## src/sv/gda_pkg.sv

```systemverilog
// ----------------------------------------------------------------------------
// gda_pkg: shared types, constants and tables of the Gregorian date unit
// Operation codes, sequencer states, serial-day bounds and month tables.
// ----------------------------------------------------------------------------
package gda_pkg;

	typedef enum logic [1:0] {
		FN_ADD  = 2'd0,
		FN_SUB  = 2'd1,
		FN_DIFF = 2'd2,
		FN_CMP  = 2'd3
	} func_t;

	typedef enum logic [4:0] {
		ST_IDLE,
		ST_YADJ,
		ST_MUL365,
		ST_ACC0,
		ST_ACC1,
		ST_ACC2,
		ST_ACC3,
		ST_ACC4,
		ST_CNT,
		ST_CLO,
		ST_CHI,
		ST_ERA,
		ST_CEN,
		ST_QUAD,
		ST_YRS,
		ST_YMUL,
		ST_YS1,
		ST_YS2,
		ST_MON,
		ST_DAY,
		ST_YFIN,
		ST_DIFF,
		ST_DHI,
		ST_DLO,
		ST_OUT
	} state_t;

	localparam int YEAR_SHIFT = 400;
	localparam int YEAR_MAX   = 9999;
	localparam int MONTH_MAX  = 12;
	localparam int DAY_MAX    = 31;
	localparam int SERIAL_LO  = 146403;   // 0001-01-01
	localparam int SERIAL_HI  = 3798461;  // 9999-12-31
	localparam int DIFF_MAX   = 4194303;
	localparam int ERA_DAYS   = 146097;
	localparam int CENT_DAYS  = 36524;
	localparam int QUAD_DAYS  = 1461;
	localparam int YEAR_DAYS  = 365;
	localparam int RECIP_25   = 5243;     // ceil(2^17 / 25)
	localparam int RECIP_SH   = 17;

	// day of March-based year of the 1st of the month, minus one; month clamped to 1..12
	function automatic logic signed [9:0] month_base(input logic [3:0] m);
		logic signed [9:0] r;
		case (m) inside
			4'd0, 4'd1:   r = 10'sd305;
			4'd2:         r = 10'sd336;
			4'd3:         r = -10'sd1;
			4'd4:         r = 10'sd30;
			4'd5:         r = 10'sd60;
			4'd6:         r = 10'sd91;
			4'd7:         r = 10'sd121;
			4'd8:         r = 10'sd152;
			4'd9:         r = 10'sd183;
			4'd10:        r = 10'sd213;
			4'd11:        r = 10'sd244;
			[4'd12:4'd15]: r = 10'sd274;
			default:      r = 10'sd274;
		endcase
		return r;
	endfunction

	// first day of month index (0 = March) in the March-based year
	function automatic logic [8:0] mar_start(input logic [3:0] idx);
		logic [8:0] r;
		case (idx)
			4'd0:    r = 9'd0;
			4'd1:    r = 9'd31;
			4'd2:    r = 9'd61;
			4'd3:    r = 9'd92;
			4'd4:    r = 9'd122;
			4'd5:    r = 9'd153;
			4'd6:    r = 9'd184;
			4'd7:    r = 9'd214;
			4'd8:    r = 9'd245;
			4'd9:    r = 9'd275;
			4'd10:   r = 9'd306;
			4'd11:   r = 9'd337;
			default: r = 9'd366;
		endcase
		return r;
	endfunction

	function automatic logic [8:0] cent_years(input logic [1:0] c);
		logic [8:0] r;
		case (c)
			2'd0:    r = 9'd0;
			2'd1:    r = 9'd100;
			2'd2:    r = 9'd200;
			default: r = 9'd300;
		endcase
		return r;
	endfunction

endpackage

```

## src/sv/gda_if.sv

```systemverilog
// ----------------------------------------------------------------------------
// gda_if: request and response channels of the Gregorian date unit
// Valid/ready channels; a request or response moves when both are high.
// ----------------------------------------------------------------------------
interface gda_req_if #(parameter int COUNT_WIDTH = 20);
	logic                   valid;
	logic                   ready;
	logic [1:0]             func;
	logic [13:0]            a_year;
	logic [3:0]             a_month;
	logic [4:0]             a_day;
	logic [13:0]            b_year;
	logic [3:0]             b_month;
	logic [4:0]             b_day;
	logic [COUNT_WIDTH-1:0] day_count;

	modport source (output valid, func, a_year, a_month, a_day, b_year, b_month, b_day,
		day_count, input ready);
	modport sink (input valid, func, a_year, a_month, a_day, b_year, b_month, b_day,
		day_count, output ready);
endinterface

interface gda_rsp_if;
	logic               valid;
	logic               ready;
	logic [13:0]        res_year;
	logic [3:0]         res_month;
	logic [4:0]         res_day;
	logic signed [22:0] day_difference;
	logic               a_less;
	logic               a_equal;
	logic               out_of_range;

	modport source (output valid, res_year, res_month, res_day, day_difference, a_less,
		a_equal, out_of_range, input ready);
	modport sink (input valid, res_year, res_month, res_day, day_difference, a_less,
		a_equal, out_of_range, output ready);
endinterface

```

## src/sv/gda_alu.sv

```systemverilog
// ----------------------------------------------------------------------------
// gda_alu: shared add/subtract unit of the date sequencer
// Signed sum or difference with a sign flag for compares and trial subtracts.
// ----------------------------------------------------------------------------
module gda_alu #(
	parameter int W = 24
) (
	input  logic signed [W-1:0] a,
	input  logic signed [W-1:0] b,
	input  logic                sub,
	output logic signed [W-1:0] sum,
	output logic                neg
);
	assign sum = sub ? (a - b) : (a + b);
	assign neg = sum[W-1];
endmodule

```

## src/sv/gregorian_date_arithmetic.sv

```systemverilog
// ----------------------------------------------------------------------------
// gregorian_date_arithmetic: Gregorian date add, subtract, difference, compare
//
//   channel  dir  fields
//   req      in   func, a_year/month/day, b_year/month/day, day_count
//   rsp      out  res_year/month/day, day_difference, a_less, a_equal,
//                 out_of_range
//
// One request at a time; the serial-day arithmetic goes through one shared
// adder and one small multiplier. The month scan sets how long an
// add/subtract request takes, and a saturated date skips the scan; a
// compare goes from idle straight to the output step. The sequencer returns
// to idle before it takes the next request. A held response stalls the
// sequencer only at its last step. Reset clears the sequencer and rsp valid.
// ----------------------------------------------------------------------------
module gregorian_date_arithmetic
	import gda_pkg::*;
#(
	parameter int COUNT_WIDTH = 20
) (
	input  logic        clk,
	input  logic        arst_n,
	gda_req_if.sink     req,
	gda_rsp_if.source   rsp
);
	localparam int AW = (COUNT_WIDTH > 23 ? COUNT_WIDTH : 23) + 2;
	typedef logic signed [AW-1:0] acc_t;

	localparam acc_t LO_C   = acc_t'(SERIAL_LO);
	localparam acc_t HI_C   = acc_t'(SERIAL_HI);
	localparam acc_t DMAX_C = acc_t'(DIFF_MAX);

	state_t state_q, state_d;

	func_t                  func_q;
	logic [13:0]            a_year_q, b_year_q;
	logic [3:0]             a_month_q, b_month_q;
	logic [4:0]             a_day_q, b_day_q;
	logic [COUNT_WIDTH-1:0] cnt_q;
	logic                   sel_b_q;

	acc_t        acc_q, zs_q;
	logic [14:0] y_q;
	logic [27:0] mul_q;
	logic [2:0]  k_q;
	logic [4:0]  quo_q, quo_next;
	logic [4:0]  era_q, quad_q;
	logic [1:0]  cen_q, yrs_q;
	logic [8:0]  doy_q;
	logic [3:0]  mp_q;

	logic [13:0] ry_q;
	logic [3:0]  rm_q;
	logic [4:0]  rd_q;
	logic        oor_q;

	logic               rsp_valid_q;
	logic [13:0]        rsp_year_q;
	logic [3:0]         rsp_month_q;
	logic [4:0]         rsp_day_q;
	logic signed [22:0] rsp_diff_q;
	logic               rsp_less_q, rsp_equal_q, rsp_oor_q;

	logic [13:0] year_sel;
	logic [3:0]  month_sel;
	logic [4:0]  day_sel;
	logic        early_in;
	logic        early_out;
	logic [10:0] q100;
	logic        out_fire;
	logic        cmp_less, cmp_equal;

	acc_t        alu_a, alu_b, alu_sum;
	logic        alu_sub, alu_neg;
	logic [14:0] mul_a;
	logic [12:0] mul_b;
	logic [27:0] mul_p;

	assign year_sel  = sel_b_q ? b_year_q : a_year_q;
	assign month_sel = sel_b_q ? b_month_q : a_month_q;
	assign day_sel   = sel_b_q ? b_day_q : a_day_q;
	assign early_in  = (month_sel <= 4'd2);
	assign early_out = (mp_q >= 4'd10);
	assign q100      = mul_q[RECIP_SH+10:RECIP_SH];
	assign quo_next  = {quo_q[3:0], ~alu_neg};
	assign out_fire  = (state_q == ST_OUT) && (!rsp_valid_q || rsp.ready);

	assign cmp_equal = (a_year_q == b_year_q) && (a_month_q == b_month_q) &&
		(a_day_q == b_day_q);
	assign cmp_less  = (a_year_q < b_year_q) ||
		((a_year_q == b_year_q) && (a_month_q < b_month_q)) ||
		((a_year_q == b_year_q) && (a_month_q == b_month_q) && (a_day_q < b_day_q));

	gda_alu #(.W(AW)) u_alu (
		.a   (alu_a),
		.b   (alu_b),
		.sub (alu_sub),
		.sum (alu_sum),
		.neg (alu_neg)
	);

	assign mul_p = {13'd0, mul_a} * {15'd0, mul_b};

	// operand select
	always_comb begin
		alu_a   = acc_q;
		alu_b   = '0;
		alu_sub = 1'b0;
		mul_a   = y_q;
		mul_b   = 13'(YEAR_DAYS);
		case (state_q)
			ST_YADJ: begin
				alu_a = acc_t'(year_sel);
				alu_b = early_in ? acc_t'(YEAR_SHIFT - 1) : acc_t'(YEAR_SHIFT);
			end
			ST_ACC0: begin
				alu_a = acc_t'(mul_q);
				alu_b = acc_t'(y_q[14:2]);
				mul_a = {2'd0, y_q[14:2]};
				mul_b = 13'(RECIP_25);
			end
			ST_ACC1: begin
				alu_b   = acc_t'(q100);
				alu_sub = 1'b1;
			end
			ST_ACC2: alu_b = acc_t'(q100[10:2]);
			ST_ACC3: alu_b = acc_t'(month_base(month_sel));
			ST_ACC4: alu_b = acc_t'(day_sel);
			ST_CNT: begin
				alu_b   = acc_t'(cnt_q);
				alu_sub = (func_q == FN_SUB);
			end
			ST_CLO: begin
				alu_b   = LO_C;
				alu_sub = 1'b1;
			end
			ST_CHI: begin
				alu_a   = HI_C;
				alu_b   = acc_q;
				alu_sub = 1'b1;
			end
			ST_ERA: begin
				alu_b   = acc_t'(ERA_DAYS) << k_q;
				alu_sub = 1'b1;
			end
			ST_CEN: begin
				alu_b   = acc_t'(CENT_DAYS) << k_q;
				alu_sub = 1'b1;
			end
			ST_QUAD: begin
				alu_b   = acc_t'(QUAD_DAYS) << k_q;
				alu_sub = 1'b1;
			end
			ST_YRS: begin
				alu_b   = acc_t'(YEAR_DAYS) << k_q;
				alu_sub = 1'b1;
			end
			ST_YMUL: begin
				mul_a = 15'(era_q);
				mul_b = 13'(YEAR_SHIFT);
			end
			ST_YS1: begin
				alu_a = acc_t'(mul_q);
				alu_b = acc_t'(cent_years(cen_q));
			end
			ST_YS2: alu_b = acc_t'({quad_q, yrs_q});
			ST_MON: begin
				alu_a   = acc_t'(doy_q);
				alu_b   = acc_t'(mar_start(mp_q + 4'd1));
				alu_sub = 1'b1;
			end
			ST_DAY: begin
				alu_a   = acc_t'(doy_q + 9'd1);
				alu_b   = acc_t'(mar_start(mp_q));
				alu_sub = 1'b1;
			end
			ST_YFIN: alu_b = early_out ? acc_t'(1 - YEAR_SHIFT) : acc_t'(-YEAR_SHIFT);
			ST_DIFF: begin
				alu_a   = zs_q;
				alu_b   = acc_q;
				alu_sub = 1'b1;
			end
			ST_DHI: begin
				alu_a   = DMAX_C;
				alu_b   = acc_q;
				alu_sub = 1'b1;
			end
			ST_DLO: alu_b = DMAX_C;
			default: ;
		endcase
	end

	always_ff @(posedge clk or negedge arst_n) begin
		if (!arst_n) begin
			state_q <= ST_IDLE;
		end else begin
			state_q <= state_d;
		end
	end

	always_comb begin
		state_d   = state_q;
		req.ready = (state_q == ST_IDLE);
		case (state_q)
			ST_IDLE: begin
				if (req.valid) begin
					state_d = (func_t'(req.func) == FN_CMP) ? ST_OUT : ST_YADJ;
				end
			end
			ST_YADJ:   state_d = ST_MUL365;
			ST_MUL365: state_d = ST_ACC0;
			ST_ACC0:   state_d = ST_ACC1;
			ST_ACC1:   state_d = ST_ACC2;
			ST_ACC2:   state_d = ST_ACC3;
			ST_ACC3:   state_d = ST_ACC4;
			ST_ACC4: begin
				if (func_q == FN_DIFF) begin
					state_d = sel_b_q ? ST_DIFF : ST_YADJ;
				end else begin
					state_d = ST_CNT;
				end
			end
			ST_CNT:  state_d = ST_CLO;
			ST_CLO:  state_d = alu_neg ? ST_OUT : ST_CHI;
			ST_CHI:  state_d = alu_neg ? ST_OUT : ST_ERA;
			ST_ERA:  if (k_q == 3'd0) state_d = ST_CEN;
			ST_CEN:  if (k_q == 3'd0) state_d = ST_QUAD;
			ST_QUAD: if (k_q == 3'd0) state_d = ST_YRS;
			ST_YRS:  if (k_q == 3'd0) state_d = ST_YMUL;
			ST_YMUL: state_d = ST_YS1;
			ST_YS1:  state_d = ST_YS2;
			ST_YS2:  state_d = ST_MON;
			ST_MON:  if (alu_neg) state_d = ST_DAY;
			ST_DAY:  state_d = ST_YFIN;
			ST_YFIN: state_d = ST_OUT;
			ST_DIFF: state_d = ST_DHI;
			ST_DHI:  state_d = ST_DLO;
			ST_DLO:  state_d = ST_OUT;
			ST_OUT:  if (out_fire) state_d = ST_IDLE;
			default: state_d = ST_IDLE;
		endcase
	end

	// datapath
	always_ff @(posedge clk) begin
		case (state_q)
			ST_IDLE: begin
				if (req.valid) begin
					func_q    <= func_t'(req.func);
					a_year_q  <= req.a_year;
					a_month_q <= req.a_month;
					a_day_q   <= req.a_day;
					b_year_q  <= req.b_year;
					b_month_q <= req.b_month;
					b_day_q   <= req.b_day;
					cnt_q     <= COUNT_WIDTH'(req.day_count);
					sel_b_q   <= 1'b0;
					oor_q     <= 1'b0;
				end
			end
			ST_YADJ:   y_q <= alu_sum[14:0];
			ST_MUL365: mul_q <= mul_p;
			ST_ACC0: begin
				acc_q <= alu_sum;
				mul_q <= mul_p;
			end
			ST_ACC1, ST_ACC2, ST_ACC3, ST_CNT, ST_YS1, ST_DIFF: acc_q <= alu_sum;
			ST_ACC4: begin
				if (func_q == FN_DIFF && !sel_b_q) begin
					zs_q    <= alu_sum;
					sel_b_q <= 1'b1;
				end else begin
					acc_q <= alu_sum;
				end
			end
			ST_CLO: begin
				if (alu_neg) begin
					ry_q  <= 14'd1;
					rm_q  <= 4'd1;
					rd_q  <= 5'd1;
					oor_q <= 1'b1;
				end
			end
			ST_CHI: begin
				if (alu_neg) begin
					ry_q  <= 14'(YEAR_MAX);
					rm_q  <= 4'(MONTH_MAX);
					rd_q  <= 5'(DAY_MAX);
					oor_q <= 1'b1;
				end
				k_q   <= 3'd4;
				quo_q <= '0;
			end
			ST_ERA, ST_CEN, ST_QUAD, ST_YRS: begin
				if (!alu_neg) acc_q <= alu_sum;
				if (k_q != 3'd0) begin
					quo_q <= quo_next;
					k_q   <= k_q - 3'd1;
				end else begin
					quo_q <= '0;
					case (state_q)
						ST_ERA: begin
							era_q <= quo_next;
							k_q   <= 3'd1;
						end
						ST_CEN: begin
							cen_q <= quo_next[1:0];
							k_q   <= 3'd4;
						end
						ST_QUAD: begin
							quad_q <= quo_next;
							k_q    <= 3'd1;
						end
						default: yrs_q <= quo_next[1:0];
					endcase
				end
			end
			ST_YMUL: begin
				mul_q <= mul_p;
				doy_q <= acc_q[8:0];
			end
			ST_YS2: begin
				acc_q <= alu_sum;
				mp_q  <= '0;
			end
			ST_MON: if (!alu_neg) mp_q <= mp_q + 4'd1;
			ST_DAY: begin
				rd_q <= alu_sum[4:0];
				rm_q <= (mp_q < 4'd10) ? (mp_q + 4'd3) : (mp_q - 4'd9);
			end
			ST_YFIN: ry_q <= alu_sum[13:0];
			ST_DHI: begin
				if (alu_neg) begin
					acc_q <= DMAX_C;
					oor_q <= 1'b1;
				end
			end
			ST_DLO: begin
				if (alu_neg) begin
					acc_q <= -DMAX_C;
					oor_q <= 1'b1;
				end
			end
			ST_OUT: begin
				if (out_fire) begin
					case (func_q)
						FN_ADD, FN_SUB: begin
							rsp_year_q  <= ry_q;
							rsp_month_q <= rm_q;
							rsp_day_q   <= rd_q;
							rsp_diff_q  <= '0;
							rsp_less_q  <= 1'b0;
							rsp_equal_q <= 1'b0;
							rsp_oor_q   <= oor_q;
						end
						FN_DIFF: begin
							rsp_year_q  <= '0;
							rsp_month_q <= '0;
							rsp_day_q   <= '0;
							rsp_diff_q  <= acc_q[22:0];
							rsp_less_q  <= 1'b0;
							rsp_equal_q <= 1'b0;
							rsp_oor_q   <= oor_q;
						end
						default: begin
							rsp_year_q  <= '0;
							rsp_month_q <= '0;
							rsp_day_q   <= '0;
							rsp_diff_q  <= '0;
							rsp_less_q  <= cmp_less;
							rsp_equal_q <= cmp_equal;
							rsp_oor_q   <= 1'b0;
						end
					endcase
				end
			end
			default: ;
		endcase
	end

	always_ff @(posedge clk or negedge arst_n) begin
		if (!arst_n) begin
			rsp_valid_q <= 1'b0;
		end else begin
			rsp_valid_q <= (rsp_valid_q && !rsp.ready) || out_fire;
		end
	end

	assign rsp.valid          = rsp_valid_q;
	assign rsp.res_year       = rsp_year_q;
	assign rsp.res_month      = rsp_month_q;
	assign rsp.res_day        = rsp_day_q;
	assign rsp.day_difference = rsp_diff_q;
	assign rsp.a_less         = rsp_less_q;
	assign rsp.a_equal        = rsp_equal_q;
	assign rsp.out_of_range   = rsp_oor_q;

endmodule

```

## src/flat_wrapper.sv

```systemverilog
// flat-port wrapper written by rule: the top's interface ports become plain ports
module gregorian_date_arithmetic_flat import gda_pkg::*;
#(
	parameter int COUNT_WIDTH = 20
)
  (clk, arst_n, req_valid, req_func, req_a_year, req_a_month, req_a_day, req_b_year, req_b_month, req_b_day, req_day_count, req_ready, rsp_valid, rsp_res_year, rsp_res_month, rsp_res_day, rsp_day_difference, rsp_a_less, rsp_a_equal, rsp_out_of_range, rsp_ready);
  gda_req_if #(.COUNT_WIDTH(COUNT_WIDTH)) req_i ();
  gda_rsp_if rsp_i ();
  input  logic clk;
  input  logic arst_n;
  input wire logic [$bits(req_i.valid)-1:0] req_valid;
  input wire logic [$bits(req_i.func)-1:0] req_func;
  input wire logic [$bits(req_i.a_year)-1:0] req_a_year;
  input wire logic [$bits(req_i.a_month)-1:0] req_a_month;
  input wire logic [$bits(req_i.a_day)-1:0] req_a_day;
  input wire logic [$bits(req_i.b_year)-1:0] req_b_year;
  input wire logic [$bits(req_i.b_month)-1:0] req_b_month;
  input wire logic [$bits(req_i.b_day)-1:0] req_b_day;
  input wire logic [$bits(req_i.day_count)-1:0] req_day_count;
  output wire logic [$bits(req_i.ready)-1:0] req_ready;
  output wire logic [$bits(rsp_i.valid)-1:0] rsp_valid;
  output wire logic [$bits(rsp_i.res_year)-1:0] rsp_res_year;
  output wire logic [$bits(rsp_i.res_month)-1:0] rsp_res_month;
  output wire logic [$bits(rsp_i.res_day)-1:0] rsp_res_day;
  output wire logic [$bits(rsp_i.day_difference)-1:0] rsp_day_difference;
  output wire logic [$bits(rsp_i.a_less)-1:0] rsp_a_less;
  output wire logic [$bits(rsp_i.a_equal)-1:0] rsp_a_equal;
  output wire logic [$bits(rsp_i.out_of_range)-1:0] rsp_out_of_range;
  input wire logic [$bits(rsp_i.ready)-1:0] rsp_ready;
  assign req_i.valid = req_valid;
  assign req_i.func = req_func;
  assign req_i.a_year = req_a_year;
  assign req_i.a_month = req_a_month;
  assign req_i.a_day = req_a_day;
  assign req_i.b_year = req_b_year;
  assign req_i.b_month = req_b_month;
  assign req_i.b_day = req_b_day;
  assign req_i.day_count = req_day_count;
  assign req_ready = req_i.ready;
  assign rsp_valid = rsp_i.valid;
  assign rsp_res_year = rsp_i.res_year;
  assign rsp_res_month = rsp_i.res_month;
  assign rsp_res_day = rsp_i.res_day;
  assign rsp_day_difference = rsp_i.day_difference;
  assign rsp_a_less = rsp_i.a_less;
  assign rsp_a_equal = rsp_i.a_equal;
  assign rsp_out_of_range = rsp_i.out_of_range;
  assign rsp_i.ready = rsp_ready;
  gregorian_date_arithmetic #(.COUNT_WIDTH(COUNT_WIDTH)) u_core (.clk(clk), .arst_n(arst_n), .req(req_i), .rsp(rsp_i));
endmodule
```

## config.mk

```make
export PLATFORM = sky130hd
export DESIGN_NAME = gregorian_date_arithmetic_flat
export DESIGN_NICKNAME = d
export VERILOG_FILES = /design/src/sv/gda_pkg.sv /design/src/sv/gda_if.sv /design/src/sv/gda_alu.sv /design/src/sv/gregorian_date_arithmetic.sv /design/src/flat_wrapper.sv
export SDC_FILE = /design/constraint.sdc
export NUM_CORES = 1
export LEC_CHECK = 0
export ABC_AREA = 1
export BUFFER_PORTS_ARGS = -buffer_cell sky130_fd_sc_hd__buf_2
export CELL_PAD_IN_SITES_DETAIL_PLACEMENT = 1
export CELL_PAD_IN_SITES_GLOBAL_PLACEMENT = 2
export CORE_AREA = 2 2 264 266
export DETAILED_ROUTE_END_ITERATION = 7
export DIE_AREA = 0 0 266 268
export PLACE_DENSITY_LB_ADDON = 0.1
export SYNTH_ARGS = -nofsm -noshare
export SYNTH_HDL_FRONTEND = slang
export SYNTH_HIERARCHICAL = 1
export SYNTH_SLANG_ARGS = --single-unit
```

## constraint.sdc

```tcl
create_clock -name clk -period 5.2 [get_ports clk]
set_clock_uncertainty 0.1 [all_clocks]
set_input_delay 0.78 -clock clk [delete_from_list [all_inputs] [get_ports clk]]
set_output_delay 0.78 -clock clk [all_outputs]
set_load 0.01 [all_outputs]
```

After elaboration in Yosys (flattened, before gate mapping)
Memory sizes are Yosys's and may differ from the RTL's. A register that Yosys moved wholly into a read port is not among the register bits. Index checks and enable logic that the tools add are counted.

$add $sub $neg: 7. Multiply operators: 1. $lt $le $gt $ge: 6. Equal/unequal tests: 60. Shift-type cells: 4. Multiplexer cells: 64. Bitwise operators: 3. Reduce and logical (&&, ||, !) cells: 55.

Operators with widths (count): $pmux W25 S19 (1); $pmux W25 S7 (1); $mux W25 (5); $pmux W25 S5 (1); $pmux W5 S24 (1); $mux W10 (10); $mux W5 (16); $eq A5 B5 Y1 const B (9); $mux W14 (3); $pmux W14 S3 (1); $eq A5 B4 Y1 const B (8); $pmux W15 S2 (1); $mul A15 B13 Y28 (1); $mux W4 (7); $pmux W9 S3 (1); $pmux W13 S2 (1); $add A25 B25 Y25 (1); $shl A11 B3 Y25 const A (1); $shl A16 B3 Y25 const A (1); $shl A18 B3 Y25 const A (1); $shl A9 B3 Y25 const A (1); $sub A25 B25 Y25 (1); $ne A2 B1 Y1 const B (12); $reduce_and A3 Y1 (8); 52 further kinds (107).

Bits in registers: 275. Bits in read-only memories: 288. Input bits: 72. Word-level logic and storage cells: 236. Memories: 2.

Memories: (name not given) (words 16, bits a word 9, rd ports 1, clocked after Yosys merged registers in 0, write ports 0, RTL line gda_pkg.sv:80) `case (idx)`; (name not given) (words 16, bits a word 9, rd ports 1, clocked after Yosys merged registers in 1, write ports 0, RTL line gda_pkg.sv:80).

Longest topological paths before layout
Depth after elaboration: 19. Gate-level depth with buffers: 47. Gate-level depth less buffers: 44.

Hierarchy
The synthesis kept the hierarchy.

Modules (own cells, without submodules): gregorian_date_arithmetic (instances 1, cells an instance 2415, area an instance 20603.5 um2, seq. area each 8408.1 um2); gda_alu (instances 1, cells an instance 479, area an instance 2462.4 um2, seq. area each 0.0 um2).

Least setup slack after synthesis
Ideal clock, no wire load.

Path type: register to register. Start point: register u_core.state_q[0]. End point: register u_core.mul_q[21] (data pin). Arrival: 5282 ps. Setup slack: -435 ps. Stages on the path, launching flop included: 27. Period minus slack after synthesis: 5635 ps. Path through: dfrtp_1 buf_6 nand2_2 nor2_2 nand2_2 nand2_2 inv_2 buf_2 o21ai_1 inv_2 fa_1 inv_1 fa_1 fa_1 inv_1 fa_1 inv_1 fa_1 inv_1 ha_1 nand2_1 nor2_1 inv_1 nor3_1 nand3_1 nand4_1 nand2_1.

Longest elaborated chain between the ends: 3. Elaborated cells between the ends (all ways): 5.

Ends and longest elaborated chain: from (decl) (RTL line gregorian_date_arithmetic.sv:33) `state_t state_q, state_d;`; from (signal assigned) (RTL line gregorian_date_arithmetic.sv:197) `state_q <= state_d;`; $eq A5 B4 Y1 / $eq A5 B2 Y1 (equally long branches) (RTL line gregorian_date_arithmetic.sv:111) `case (state_q)`; $pmux W15 S2 / $pmux W13 S2 (equally long branches) (RTL line gregorian_date_arithmetic.sv:111); $mul A15 B13 Y28 (*) (RTL line gregorian_date_arithmetic.sv:102) `assign mul_p = {13'd0, mul_a} * {15'd0, mul_b};`; via u_core.mul_p[21] (RTL line gregorian_date_arithmetic.sv:77) `logic [27:0] mul_p;`; to (signal assigned) (RTL line gregorian_date_arithmetic.sv:262) `ST_MUL365: mul_q <= mul_p;`; to (signal assigned) (RTL line gregorian_date_arithmetic.sv:265) `mul_q <= mul_p;`; to (signal assigned) (RTL line gregorian_date_arithmetic.sv:319) `mul_q <= mul_p;`; to (decl) (RTL line gregorian_date_arithmetic.sv:44) `logic [27:0] mul_q;`.

Mark *: on every way through the listed nets, which the timed path passes. The rest lies on a longest branch. A chain may end at the register's enable or synchronous reset.

Worst setup path in the final report
Start point: register u_core.state_q[3]. End point: register u_core.mul_q[17] (data pin).

The elaborated chain is that of the path after synthesis.

==> reports/results.tsv <==
metric	value	unit
synth_fa_ha_area_frac	0.1858	
violations	negative setup slack	
globalRouteOverflowTotal	0	
placed_area	28970	sq um
synth.top_cell.area_share	0.3502	
h-tree-depth	2	
cp_common_cell	fa_1	
yosysWarnings	6	
drtAntennaViolNets	0	
die_h	268	um
ys_top_cells_by_area	edfxtp_1 35%, nand2_1 13%, fa_1 9.6%, ha_1 9.0%, inv_1 8.4%	
vias	22000	
syn_to_final_growth	39.21	%
synthArstFlopShare	0.02113	
synth_edf_count	269	
ys.flop_type	edfxtp_1	
num_io_pins	123	
core	68230	sq um
synth_simple_gate_area_share	0.2687	
cpMaxStageDelayCell	fa_1	
hold_viol_final	0	
viasPerCell	4.883	
maxSlewViolCount	0	
muxShareOfSynthArea	0	
worstPathRequired	5400	ps
io_buffers	122	
numClockSinks	284	
pre_cts_ws	-870.8	ps
fin_ws	-530.5	ps
grt_usage	0.2792	
drive_above_1_share	0.3233	
rsz0062_at_grt	true	
crit_arrival	5930	ps
period_share	1.102	
synth_top_family_by_area	simple AND/OR/NAND/NOR gates	
routabilityCongestion	0.9460	
period_needed	5731	ps
fin_nets	3942	
dieArea	71290	sq um
syn-cell-area	23070	sq um
final_area	32110	sq um
max_slew_margin	0.3926	
hpwl	82670	um
clkTransAtPathRegs	60	ps
avgRoutedWirePerCell	21.93	um
hold_path_class	in -> reg	
tightest_slew	910.1	ps
initial_core_util	0.3381	
drc	0	
worstSetupPathType	reg -> reg	
placementRows	96	
die_x	266	um
synthCells	2894	
numCtsBuffers	38	
synth-xor-area-share	0.01975	
yosysTopAreaCell	edfxtp_1	
setup_tns	-17430	ps
setup_viol	59	
max_freq	0.1745	GHz
cts_tree	yes	
wl	98770	um
grt_pass1_vias	23600	
synth-compound-area-share	0.05712	
critical-path-max-stage-delay	540	ps
syn_avg_cell_area	7.970	sq um
clockRootBuffer	clkbuf_16	
clk_path_buf_depth	3	
maxCapViolations	0	
start_kind	register	
drt_iter0_drc	1313	
grt_max_degree	51	
antenna_found_initial	1	
crit_fanout	5	
synth_cell_types	52	
clk-insertion-delay-late	560	ps
end_kind	register	
first_pass_iters	5	
ys_seq_area_frac	0.3645	
status	finished with violations	
grt_pass1_wl	148100	um
ys_seq_elements	284	
-- stage by stage --
stage	hold slack (ps)	util	cells
6_report	289.3	0.4707	4505
5_1_grt	269.0	0.4706	4504
4_1_cts	253.3	0.4606	4490
3_5_place_dp	364.9	0.4246	4380
3_3_place_gp	369.5	0.4246	4380
2_1_floorplan	321.5	-	2910
-- logic make-up (layout without fill, tap and decap cells) --
group | after synthesis | in the layout
AOI/OAI and AO/OA | 236 | 236
xor gates and xnor gates | 52 | 52
adders and majority gates | 276 | 276
buffers and inverters | 610 | 1322
DFF | 284 | 284
other | 2 | 19
and+or+nand+nor | 1434 | 1434
-- worst max-delay path: cells and delay by family (launching register included) --
family          cells  cell delay, ps
flops               1             460
fa+ha+maj           6            2810
xor+xnor            1             150
simple gates        8             860
buf+inv            10             870
compound gates      1             190
-- cell usage after synthesis (28+ instances only) --
library cell,count
nand2_2,28
o21ai_0,86
fa_1,111
xor2_1,36
nand2_1,775
edfxtp_1,269
inv_1,518
inv_2,28
nand4_1,40
ha_1,165
nor2_1,299
a21oi_1,93
nand3_1,208
-- what timing repair did --
action	CTS	global route
buffers inserted	39	14
hold buffers	1	0
endpoints found under the hold margin	6	0
pin swaps	89	52
gates resized for setup	223	135
cloned	2	0
endpoints found under the setup margin	99	100
-- state kept, by name, summed over array words and instances, names as in the netlist, 5 cells and up, named ones only --
name	cells
u_core/mul_q	28
u_core/acc_q	25
u_core/zs_q	25
u_core/rsp.day_difference	23
u_core/cnt_q	20
u_core/y_q	15
u_core/a_year_q	14
u_core/b_year_q	14
u_core/rsp.res_year	14
u_core/ry_q	14
u_core/doy_q	9
u_core/a_day_q	5
u_core/b_day_q	5
u_core/era_q	5
u_core/quad_q	5
u_core/rd_q	5
u_core/rsp.res_day	5
u_core/state_q	5
-- per-layer routing --
metal / vias to the layer above / track usage / routed length (um)
met5: - / 0 / 0
met1: 10900 / 0.3678 / 43730
met3: 126 / 0.02685 / 3475
met2: 404 / 0.4848 / 48230
met4: 0 / 0.08609 / 3338
li1: 10570 / - / -
-- placed cells by master, fill, tap and decap left out, drive strengths merged, types with 36 or more instances in the layout --
cell type    n
nand2      808
buf        703
inv        551
nor2       331
edfxtp     269
nand3      220
ha         165
o21ai      112
fa         111
a21oi       94
clkbuf      44
nand4       40
xor2        36
-- area by class of cell --
cell class                 count  area [sq um]
antenna                        1         2.502
clock buffer                  44         994.7
clock inverter                24         237.7
fill                        8171         36110
inverter                     550          2101
multi-input combinational   2016         13890
sequential                   284          8411
tap                          882          1104
timing repair buffer         704          5370
-- path summary, 6_finish.rpt --
| check | from | endpoint | slack, ps | depth (start not counted) |
|---|---|---|---|---|
| min | req_day_count[9] | u_core/cnt_q[9] | 290 | 1 |
| max | u_core/state_q[3] | u_core/mul_q[17] | -530 | 26 |
| min reg2reg | u_core/quo_q[3] | u_core/quad_q[4] | 380 | 0 |
| max reg2reg | u_core/state_q[3] | u_core/mul_q[17] | -530 | 26 |
| min in group asynchronous | arst_n | u_core/state_q[3] | 510 | 2 |
| max in group asynchronous | arst_n | u_core/state_q[4] | 4290 | 2 |
Power is not shown: default switching activity piles up to over one toggle a cycle in this logic, so the estimate is an artifact.
